File: config.mk
export PLATFORM = sky130hd
export DESIGN_NAME = falc_ram
export DESIGN_NICKNAME = d
export VERILOG_FILES = /design/src/sv/falc_ram.sv
export SDC_FILE = /design/constraint.sdc
export NUM_CORES = 1
export LEC_CHECK = 0
export ABC_CLOCK_PERIOD_IN_PS = 3400
export BUFFER_PORTS_ARGS = -buffer_cell sky130_fd_sc_hd__clkbuf_2
export CORE_MARGIN = 1
export CORE_UTILIZATION = 50
export CTS_CLUSTER_SIZE = 20
export DETAILED_ROUTE_END_ITERATION = 6
export GPL_TIMING_DRIVEN = 0
export PLACE_DENSITY = 0.67
export SYNTH_ARGS = -nofsm -noshare
export SYNTH_HDL_FRONTEND = slang
export SYNTH_SLANG_ARGS = --single-unit
export TNS_END_PERCENT = 5
File: constraint.sdc
create_clock -name clock -period 3.4 [get_ports clock]
set_input_delay 0.34 -clock clock [delete_from_list [all_inputs] [get_ports clock]]
set_output_delay 0.34 -clock clock [all_outputs]
set_load 0.005 [all_outputs]
File: src/sv/falc_ram.sv
// Generic single-write, single-read synchronous RAM with registered read data.
`default_nettype none

module falc_ram #(
   parameter int WIDTH = 8,
   parameter int DEPTH = 16
) (
   input  wire logic                     clock,
   input  wire logic                     wr_en,
   input  wire logic [$clog2(DEPTH)-1:0] wr_addr,
   input  wire logic [WIDTH-1:0]         wr_data,
   input  wire logic                     rd_en,
   input  wire logic [$clog2(DEPTH)-1:0] rd_addr,
   output logic      [WIDTH-1:0]         rd_data
);

   logic [WIDTH-1:0] mem_ff [DEPTH];
   logic [WIDTH-1:0] rd_data_ff;

   // write port
   always_ff @(posedge clock) begin
      if (wr_en) begin
         mem_ff[wr_addr] <= wr_data;
      end
   end

   // read port, data holds while not enabled
   always_ff @(posedge clock) begin
      if (rd_en) begin
         rd_data_ff <= mem_ff[rd_addr];
      end
   end

   assign rd_data = rd_data_ff;

endmodule

`default_nettype wire
* After elaboration in Yosys (flattened, before gate mapping) *
Memory sizes are Yosys's and may differ from the RTL's. A register that Yosys moved wholly into a read port is not among the register bits.
Cells that the tools add are included.

word-level totals
  register bits after elaboration = 0
  RAM bits = 128
  input bits = 19
  output and inout bits = 8
  word-level logic and storage cells = 3
  memories kept = 1

memories
  memory  words  width  rd ports  clocked after Yosys merged registers in  write ports  line  text
  mem_ff  16     8      1         1                                        1            17    logic [WIDTH-1:0] mem_ff [DEPTH];

operators by class
  muxes and demuxes = 2

operator list
  operator  number
  $mux W1   2

* Longest topological paths before layout *
Gate-level depths: netlist (run 1).

  depth in word-level cells = 2
  depth in mapped cells = 5
  depth with buffers taken out = 3

* Worst setup path after synthesis (run 1) *
Ideal clock, no wire load.

  path type = input port to flip-flop
  start point = input wr_addr[2]
  end point = memory mem_ff[0][0] (enable)
  setup time = 383 ps
  arrival = 1,450 ps
  data required time = 3,017 ps
  setup slack = 1,567 ps
  cell stages on the path = 2
  buffers on the path = 0
  cells stage by stage = or3b_2 -> nor3_1

RTL lines
  what         line  text
  from (decl)  10    input wire logic [$clog2(DEPTH)-1:0] wr_addr,
  to (decl)    17

No word-level cell before the write port.

* Worst setup path in the final report (run 1) *
  start point = input wr_addr[2]
  end point = memory mem_ff[0][4] (enable)

No word-level cell before the write port.

==> results of run 1 <==
-- cells by family after synthesis --
kind of cell,after synthesis,synth area share [%]
buf+inv,10,1.65
flops,136,78.1
simple gates,35,3.14
mux,32,14.8
compound gates,16,2.30
-- stage by stage --
stage	total power, W	util, %	area [µm²]	hold WS [ns]	worst slack (ns)
4_1_cts	0.00360	60.3	6010	0.195	1.51
3_3_place_gp	0.00210	55.4	5520	0.732	0.997
6_report	0.00357	60.3	6010	0.201	1.55
2_1_floorplan	0.00203	-	5230	0.439	1.57
3_5_place_dp	0.00211	55.4	5520	0.736	0.970
5_1_grt	0.00369	60.3	6010	0.212	1.47
-- routing by layer --
metal	global-route usage [%]	vias to the layer above	share of wire (%)
met3	5.33	6	7.2
met1	27.7	1232	42
li1	-	1073	-
met4	7.96	0	0.95
met2	30.4	80	50
met5	0	-	0
-- report_power, final --
group | internal (W) | switching [W]
registers | 0.00189 | 0.00000789
logic | 0.0000723 | 0.000102
clock network | 0.000874 | 0.000625
-- state kept, by name (all words and copies together), names as in the netlist --
register  flops
mem_ff      128
rd_data       8
-- placed cells by master, fill, tap and decap left out, types with 4 or more instances in the layout --
cell type,Yosys,routed
clkbuf_16,0,16
edfxtp_1,136,136
mux4_1,14,14
mux4_2,18,18
a22oi_1,16,16
nand2_1,9,9
clkinv_2,0,7
nor2_1,13,13
nor3_1,4,4
clkbuf_2,0,25
-- cell type report --
| type | instances | area, µm² |
|---|---|---|
| Buffer | 10 | 86.3 |
| Clock inverter | 12 | 61.3 |
| Sequential cell | 136 | 4080 |
| Timing Repair Buffer | 25 | 125 |
| Tap cell | 133 | 166 |
| Clock buffer | 20 | 425 |
| Fill cell | 727 | 3950 |
| Multi-Input combinational cell | 83 | 1060 |
-- critical path, delay by kind of cell --
kind | cells | cell delay (ns)
and+or+nand+nor | 2 | 1.53
buffers and inverters | 1 | 0.10
-- worst max path at each step --
stage | startpoint | end | slack [ns] | cells past startpoint
5_1_grt | wr_addr[2] | mem_ff[0][4] | 1.47 | 3
3_3_place_gp | wr_addr[2] | mem_ff[0][4] | 1.0 | 3
6_report | wr_addr[2] | mem_ff[0][4] | 1.55 | 3
2_1_floorplan | wr_addr[2] | mem_ff[0][0] | 1.57 | 2
3_5_place_dp | wr_addr[2] | mem_ff[0][4] | 0.97 | 3
4_1_cts | wr_addr[2] | mem_ff[0][4] | 1.51 | 3
==> flow_metrics.env, run 1 <==
export IMPL_rrSetupSlack_ns=1.81
export IMPL_core_um2=9950
export IMPL_worstMarginPinSlew_ns=1.29
export IMPL_slew_headroom_pct=13.4
export IMPL_cp_required_ns=3.52
export IMPL_ys_dominant_reg_cell="edfxtp_1"
export IMPL_overflow=0
export IMPL_grt_max_degree=17
export IMPL_drtIter0Drc=163
export IMPL_end_kind="flip-flop"
export IMPL_start_util_pct=52.5
export IMPL_cts_path_max_buffers=2
export IMPL_fin_tns_setup_ns=0
export IMPL_start_kind="primary input"
export IMPL_syn_nets=248
export IMPL_fin_crit_ns=1.85
export IMPL_power_density_nw_per_um2=595
export IMPL_synth_common_cells="136 x edfxtp_1, 18 x mux4_2, 16 x a22oi_1"
export IMPL_die_area_um2=10900
export IMPL_stdcell_count=419
export IMPL_num_io_pins=27
export IMPL_syn_inst=229
export IMPL_path_clk_slew_ns=0.06
export IMPL_antenna_left=0
export IMPL_dr_pass1_iters=4
export IMPL_yosysUniqueCellTypes=18
export IMPL_wl_per_cell_um=22.9
export IMPL_slowest_delay_ns=1.00
export IMPL_hold_path_depth=1
export IMPL_synth_warnings=0
export IMPL_syn_area_per_cell_um2=22.8
export IMPL_netlist_area_leader_share_pct=78.1
export IMPL_cp_max_fo=8
export IMPL_hold_class="primary input to flip-flop"
export IMPL_grt_usage_pct=19.9
export IMPL_synth_seq_cells=136
export IMPL_grt_pass1_wl_um=14800
export IMPL_yosysTopAreaCell="edfxtp_1"
export IMPL_antenna_cells=0
export IMPL_drive_above_1_share_pct=28.0
export IMPL_outcome="completed"
export IMPL_vias=2391
export IMPL_cts_buffers=17
export IMPL_max_vdd_ir_drop_uv=305
export IMPL_synth_edf_count=136
export IMPL_setup_viol=0
export IMPL_antenna_found_initial=0
export IMPL_insertion_delay_ns=0.51
export IMPL_num_rows=36
export IMPL_die_height_um=104
export IMPL_rsz0062_at_grt="no"
export IMPL_wl_um=9620
export IMPL_area_growth_pct=14.9
export IMPL_synthArstFlopShare_pct=0
export IMPL_synthMostInstantiatedCell="edfxtp_1"
export IMPL_hold_end="rd_data[7]"
export IMPL_timing_rr_start="mem_ff[5][0]"
export IMPL_fin_crit_sh_pct=54.3
export IMPL_maxSlewViolCount=0
export IMPL_path_class="primary input to flip-flop"
export IMPL_synth_area_leaders="edfxtp_1 78%, mux4_2 7.8%, mux4_1 7.0%"
export IMPL_crit_chain="clkbuf_2 -> or3b_2 -> nor3_1"
export IMPL_fin_nets=292
export IMPL_cts_tree="built"
export IMPL_cts_root_buf="clkbuf_8"
export IMPL_die_w_um=104
export IMPL_dpl_hpwl_um=6020
export IMPL_skew_ns=0.00506
export IMPL_p_leak_nw=2.00
export IMPL_htreeDepth=4
export IMPL_r2r_end="rd_data[0]"
export IMPL_drcViolationCount=0
export IMPL_crit_arrival_ns=1.97
export IMPL_fmax_mhz=541
export IMPL_cts_sinks=136
export IMPL_syn_area_um2=5230
export IMPL_timing_final_hold_violations=0
export IMPL_worst_r2r_cell_count=3
export IMPL_yosysSeqAreaShare_pct=78.1
export IMPL_min_from="rd_en"
export IMPL_cts_resized=0
export IMPL_grt_pass1_vias=2429
export IMPL_maxCapViolCount=0
export IMPL_dp_cells=387
export IMPL_gp_congestion=0.714
export IMPL_vias_per_cell=5.71
export IMPL_port_buffers=25
export IMPL_post_cts_buffers=0
export IMPL_hold_buffers=0
export IMPL_cp_slowest_cell="nor3_1"
Power figures use the tool's default switching activity.
==> run 2: changes to the inputs <==
--- a/config.mk
+++ b/config.mk
@@ -5,7 +5,8 @@
 export SDC_FILE = /design/constraint.sdc
 export NUM_CORES = 1
 export LEC_CHECK = 0
-export ABC_CLOCK_PERIOD_IN_PS = 3400
+export ABC_AREA = 1
+export ABC_CLOCK_PERIOD_IN_PS = 1800
 export BUFFER_PORTS_ARGS = -buffer_cell sky130_fd_sc_hd__clkbuf_2
 export CORE_MARGIN = 1
 export CORE_UTILIZATION = 50
==> constraint.sdc (replaced) <==
create_clock -name clock -period 1.8 [get_ports clock]
set_input_delay 0.18 -clock clock [delete_from_list [all_inputs] [get_ports clock]]
set_output_delay 0.18 -clock clock [all_outputs]
set_load 0.005 [all_outputs]
==> flow_metrics.env, run 2 <==
export IMPL_die_height_um=110
export IMPL_final_common_cell="nand2_1"
export IMPL_start_util_pct=51.2
export IMPL_maxCapViolCount=0
export IMPL_start_kind="primary input"
export IMPL_syn_area_per_cell_um2=10.6
export IMPL_yosysTopAreaCell="edfxtp_1"
export IMPL_die_w_um=110
export IMPL_syn_nets=570
export IMPL_dpl_hpwl_um=9040
export IMPL_syn_inst=551
export IMPL_nFillCells=961
export IMPL_vias_per_cell=5.27
export IMPL_seq_power_share_pct=48.0
export IMPL_regArea_um2=4080
export IMPL_synth_warnings=0
export IMPL_cts_sinks=136
export IMPL_fin_nets=612
export IMPL_hold_class="primary input to flip-flop"
export IMPL_utilization_pct=58.9
export IMPL_power_switching_share_pct=21.6
export IMPL_antenna_cells=0
export IMPL_synth_common_cells="173 x nand2_1, 136 x edfxtp_1, 100 x inv_1"
export IMPL_hold_buffers=0
export IMPL_fin_crit_ns=1.26
export IMPL_cp_required_ns=1.84
export IMPL_core_um2=11400
export IMPL_outcome="completed"
export IMPL_die_area_um2=12100
export IMPL_fin_tns_setup_ns=0
export IMPL_synth_seq_cells=136
export IMPL_skew_ns=0.00751
export IMPL_slew_headroom_pct=36.2
export IMPL_num_rows=39
export IMPL_antenna_left=0
export IMPL_post_cts_buffers=0
export IMPL_grt_max_degree=17
export IMPL_drive_above_1_share_pct=12.4
export IMPL_cts_tree="built"
export IMPL_yosysUniqueCellTypes=11
export IMPL_synth_area_leaders="edfxtp_1 70%, nand2_1 11%, nand3_1 8.3%"
export IMPL_clock_power_share_pct=45.9
export IMPL_area_growth_pct=15.1
export IMPL_cp_max_fo=8
export IMPL_grt_pass1_vias=3880
export IMPL_p_leak_nw=2.91
export IMPL_path_clk_slew_ns=0.06
export IMPL_cts_path_max_buffers=2
export IMPL_place_area_um2=6140
export IMPL_end_kind="flip-flop"
export IMPL_cts_root_buf="clkbuf_16"
export IMPL_vias=3947
export IMPL_timing_final_hold_violations=0
export IMPL_fin_area_um2=6730
export IMPL_wl_um=13900
export IMPL_maxSlewViolCount=0
export IMPL_final_cell_mix="173 x nand2_1, 136 x edfxtp_1, 100 x inv_1"
export IMPL_netlist_area_leader_share_pct=69.8
export IMPL_dr_pass1_iters=5
export IMPL_crit_arrival_ns=1.29
export IMPL_grt_usage_pct=25.4
export IMPL_drtIter0Drc=372
export IMPL_syn_area_um2=5850
export IMPL_multi_input_area_um2=1210
export IMPL_grt_pass1_wl_um=21300
export IMPL_setup_viol=0
export IMPL_synthArstFlopShare_pct=0
export IMPL_overflow=0
export IMPL_insertion_delay_ns=0.42
export IMPL_fin_crit_sh_pct=69.8
export IMPL_max_vdd_ir_drop_uv=651
export IMPL_synth_edf_count=136
export IMPL_drcViolationCount=0
export IMPL_largest_reg_flops=128
export IMPL_yosysSeqAreaShare_pct=69.8
export IMPL_top_register="mem_ff"
export IMPL_cts_buffers=17
export IMPL_share_comb_of_total_power_pct=6.1
export IMPL_power_switching_w=0.00161
export IMPL_antenna_found_initial=0
export IMPL_htreeDepth=4
export IMPL_port_buffers=23
export IMPL_ys_dominant_reg_cell="edfxtp_1"
export IMPL_power_density_nw_per_um2=1110
export IMPL_rsz0062_at_grt="no"
export IMPL_wl_per_cell_um=18.6
export IMPL_gp_congestion=0.844
export IMPL_synthMostInstantiatedCell="nand2_1"
export IMPL_path_class="primary input to flip-flop"
export IMPL_dp_cells=717
export IMPL_stdcell_count=749
export IMPL_internal_power_w=0.00586
export IMPL_cts_resized=0
export IMPL_worstMarginPinSlew_ns=0.953
export IMPL_fmax_mhz=796
export IMPL_num_io_pins=27
[run 2: power groups by stage]
stage | clock network (W) | registers [W] | logic (W)
CTS | 0.00346 | 0.00359 | 0.000454
detailed placement | 0 | 0.00365 | 0.000449
floorplan | 0 | 0.00365 | 0.000250
global route | 0.00360 | 0.00359 | 0.000504
finish | 0.00343 | 0.00359 | 0.000457
global placement | 0 | 0.00365 | 0.000440
[run 2: area by class of cell]
| type | instances | share of cell area, % |
|---|---|---|
| clock inverters | 13 | 2.31 |
| flip-flops and latches | 136 | 60.7 |
| well taps | 143 | 2.66 |
| clock buffers | 19 | 6.43 |
| repair buffers | 23 | 1.71 |
| plain buffers | 24 | 2.47 |
| multi-input cells | 289 | 18.0 |
| inverters | 102 | 5.69 |
[run 2: path summary, 6_finish.rpt]
check | from | end | slack, ns | cells past startpoint
worst max-delay path | wr_addr[3] | mem_ff[4][1] | 0.54 | 3
worst min-delay path | rd_en | rd_data[0] | 0.12 | 1
worst max register to register | mem_ff[10][1] | rd_data[1] | 0.62 | 6
worst min register to register | mem_ff[7][4] | rd_data[4] | 0.77 | 6
[run 2: per-stage QoR]
| stage | worst slack, ns | hold slack, ns | total power [W] |
|---|---|---|---|
| after floorplan | 0.669 | 0.279 | 0.00390 |
| after global routing | 0.495 | 0.145 | 0.00770 |
| after detailed placement | 0.0561 | 0.557 | 0.00410 |
| after global placement | 0.110 | 0.523 | 0.00409 |
| after CTS | 0.523 | 0.128 | 0.00750 |
| final | 0.544 | 0.122 | 0.00748 |
[run 2: critical path, cell delays in order]
cell and delay [ns]:
clkbuf_2 0.10, nand3b_1 0.24, nor2_1 0.76
[run 2: logic make-up after synthesis]
kind of cell	after synthesis	share of synthesized area [%]
DFF	136	69.8
and+or+nand+nor	289	20.8
buffers and inverters	126	9.39
[run 2: metal layers]
layer / vias up / global-route usage [%] / wire length, µm
li1: 1867 / - / -
met1: 1879 / 34.2 / 5830
met2: 172 / 39.9 / 6620
met3: 29 / 5.53 / 1130
met4: 0 / 11.6 / 333
met5: - / 0 / 0
==> run 3: changes to the inputs <==
--- a/config.mk
+++ b/config.mk
@@ -5,15 +5,15 @@
 export SDC_FILE = /design/constraint.sdc
 export NUM_CORES = 1
 export LEC_CHECK = 0
-export ABC_AREA = 1
-export ABC_CLOCK_PERIOD_IN_PS = 1800
+export ABC_AREA = 0
+export ABC_CLOCK_PERIOD_IN_PS = 1000
 export BUFFER_PORTS_ARGS = -buffer_cell sky130_fd_sc_hd__clkbuf_2
 export CORE_MARGIN = 1
 export CORE_UTILIZATION = 50
 export CTS_CLUSTER_SIZE = 20
 export DETAILED_ROUTE_END_ITERATION = 6
 export GPL_TIMING_DRIVEN = 0
-export PLACE_DENSITY = 0.67
+export PLACE_DENSITY = 0.7
 export SYNTH_ARGS = -nofsm -noshare
 export SYNTH_HDL_FRONTEND = slang
 export SYNTH_SLANG_ARGS = --single-unit
==> constraint.sdc (replaced) <==
create_clock -name clock -period 1 [get_ports clock]
set_input_delay 0.1 -clock clock [delete_from_list [all_inputs] [get_ports clock]]
set_output_delay 0.1 -clock clock [all_outputs]
set_load 0.005 [all_outputs]
==> flow_metrics.env, run 3 (same netlist as run 1, synthesis figures left out) <==
export IMPL_dr_pass1_iters=4
export IMPL_die_area_um2=10900
export IMPL_grt_busiest_layer="met2"
export IMPL_cp_slowest_cell="mux4_2"
export IMPL_wl_um=9450
export IMPL_hold_end="mem_ff[15][4]"
export IMPL_drive_above_1_share_pct=40.8
export IMPL_use_met1_pct=25.7
export IMPL_cts_path_max_buffers=2
export IMPL_cts_buffers=17
export IMPL_r2r_end="rd_data[0]"
export IMPL_min_from="wr_data[4]"
export IMPL_cts_tree="built"
export IMPL_port_buffers=25
export IMPL_timing_final_hold_violations=0
export IMPL_antenna_cells=0
export IMPL_antenna_left=0
export IMPL_wl_per_cell_um=22.5
export IMPL_total_power_w=0.0130
export IMPL_dpl_hpwl_um=5790
export IMPL_crit_chain="mux4_2 -> a22oi_2 -> nand2_1"
export IMPL_slowest_delay_ns=0.48
export IMPL_outcome="finished with violations"
export IMPL_insertion_delay_ns=0.52
export IMPL_grtUsageMet2_pct=28.8
export IMPL_antenna_found_initial=0
export IMPL_final_common_cell="edfxtp_1"
export IMPL_maxCapViolCount=0
export IMPL_fin_nets=293
export IMPL_fin_crit_ns=1.45
export IMPL_cts_sinks=136
export IMPL_setup_slack_ns=-0.452
export IMPL_gp_congestion=0.700
export IMPL_post_cts_buffers=0
export IMPL_drcViolationCount=0
export IMPL_top_register="mem_ff"
export IMPL_grt_pass1_vias=2485
export IMPL_setup_viol=16
export IMPL_rrSetupSlack_ns=-0.45
export IMPL_path_class="flip-flop to flip-flop"
export IMPL_use_met3_pct=5.83
export IMPL_area_growth_pct=18.0
export IMPL_max_vdd_ir_drop_uv=1110
export IMPL_crit_arrival_ns=1.71
export IMPL_rsz0062_at_grt="yes"
export IMPL_num_rows=36
export IMPL_violations="setup timing"
export IMPL_final_cell_mix="136 x edfxtp_1, 32 x mux4_2, 25 x clkbuf_2"
export IMPL_power_density_nw_per_um2=2100
export IMPL_worst_path_dominant_cell_family="multiplexers"
export IMPL_grt_pass1_wl_um=14300
export IMPL_maxSlewViolCount=0
export IMPL_vias_per_cell=5.78
export IMPL_crit_buf_inv=0
export IMPL_skew_ns=0.00605
export IMPL_p_leak_nw=2.01
export IMPL_vias=2428
export IMPL_overflow=0
export IMPL_grt_max_degree=17
export IMPL_core_um2=9950
export IMPL_cts_root_buf="clkbuf_8"
export IMPL_cp_max_fo=1
export IMPL_die_height_um=104
export IMPL_worstMarginPinSlew_ns=0.811
export IMPL_hold_path_depth=1
export IMPL_start_util_pct=52.5
export IMPL_largest_reg_flops=128
export IMPL_dp_cells=387
export IMPL_stdcell_count=420
export IMPL_grt_usage_pct=19.4
export IMPL_timing_rr_start="mem_ff[3][0]"
export IMPL_fmax_mhz=689
export IMPL_cp_required_ns=1.26
export IMPL_slew_headroom_pct=45.7
export IMPL_die_w_um=104
export IMPL_path_clk_slew_ns=0.06
export IMPL_hold_class="primary input to flip-flop"
export IMPL_fin_crit_sh_pct=145
export IMPL_htreeDepth=4
export IMPL_end_kind="flip-flop"
export IMPL_start_kind="flip-flop"
export IMPL_drtIter0Drc=158
export IMPL_worst_r2r_cell_count=3
export IMPL_num_io_pins=27
-- run 3: changes by cell type in the layout (fill, tap and decap cells not counted), sizes merged, moves of 2 or more --
cell           before  now
a22oi               0   16
buf                24    7
clkbuf             42   44
clkdlybuf4s25       0    3
clkinv              7   10
clkinvlp            3    0
inv               102    0
mux4                0   32
nand2             173    9
nand2b              0    2
nand3              97    1
nor2               17   13
nor3                0    4
-- run 3: worst reg2reg max path, delay by kind of cell, from the launching register on --
family,cells,cell delay (ns)
multiplexers,1,0.48
flip-flops,1,0.36
AO/OA/AOI/OAI,1,0.26
AND/OR/NAND/NOR,1,0.10
-- run 3: per-stage QoR --
| step | setup TNS, ns | setup WS (ns) | utilization (%) | area (µm²) | hold slack [ns] |
|---|---|---|---|---|---|
| 6_report | -3.96 | -0.452 | 62.0 | 6170 | 0.0461 |
| 5_1_grt | -4.89 | -0.492 | 62.0 | 6170 | 0.0450 |
| 4_1_cts | -4.92 | -0.461 | 61.5 | 6120 | 0.0220 |
| 3_5_place_dp | -76.17 | -0.874 | 55.5 | 5530 | 0.455 |
| 3_3_place_gp | -73.45 | -0.859 | 55.5 | 5530 | 0.449 |
| 2_1_floorplan | -17.06 | -0.300 | - | 5230 | 0.199 |
-- run 3: where the power goes --
| group | switching, W | internal [W] | total (W) |
|---|---|---|---|
| registers | 0.0000284 | 0.00643 | 0.00646 |
| logic | 0.000380 | 0.000283 | 0.000664 |
| clock network | 0.00211 | 0.00373 | 0.00584 |
-- run 3: what timing repair did --
item,4_1_cts,5_1_grt
endpoints found under the hold margin,8,0
pin swaps,1,4
resized for setup,10,11
hold buffers,1,0
endpoints found under the setup margin,72,72
-- run 3: layout make-up --
cell class              instances  area [µm²]
clock buffers                  19         422
fillers                       666        3790
repair buffers                 26         135
multi-input cells              83        1100
clock inverters                13         135
well taps                     133         166
flip-flops and latches        136        4080
plain buffers                  10         120
-- run 3: routing by layer --
layer,routed length [µm],up-vias
li1,-,1060
met1,4010,1250
met2,4440,96
met3,698,22
met4,310,0
met5,0,-
-- run 3: worst max-delay path by stage --
stage                      start           end  slack (ns)  depth (start not counted)
global placement      wr_addr[2]  mem_ff[8][1]       -0.86                          3
floorplan             rd_addr[0]    rd_data[1]       -0.30                          5
detailed placement    wr_addr[2]  mem_ff[8][1]       -0.87                          3
CTS                 mem_ff[2][0]    rd_data[0]       -0.46                          3
finish              mem_ff[3][0]    rd_data[0]       -0.45                          3
global route        mem_ff[2][0]    rd_data[0]       -0.49                          3
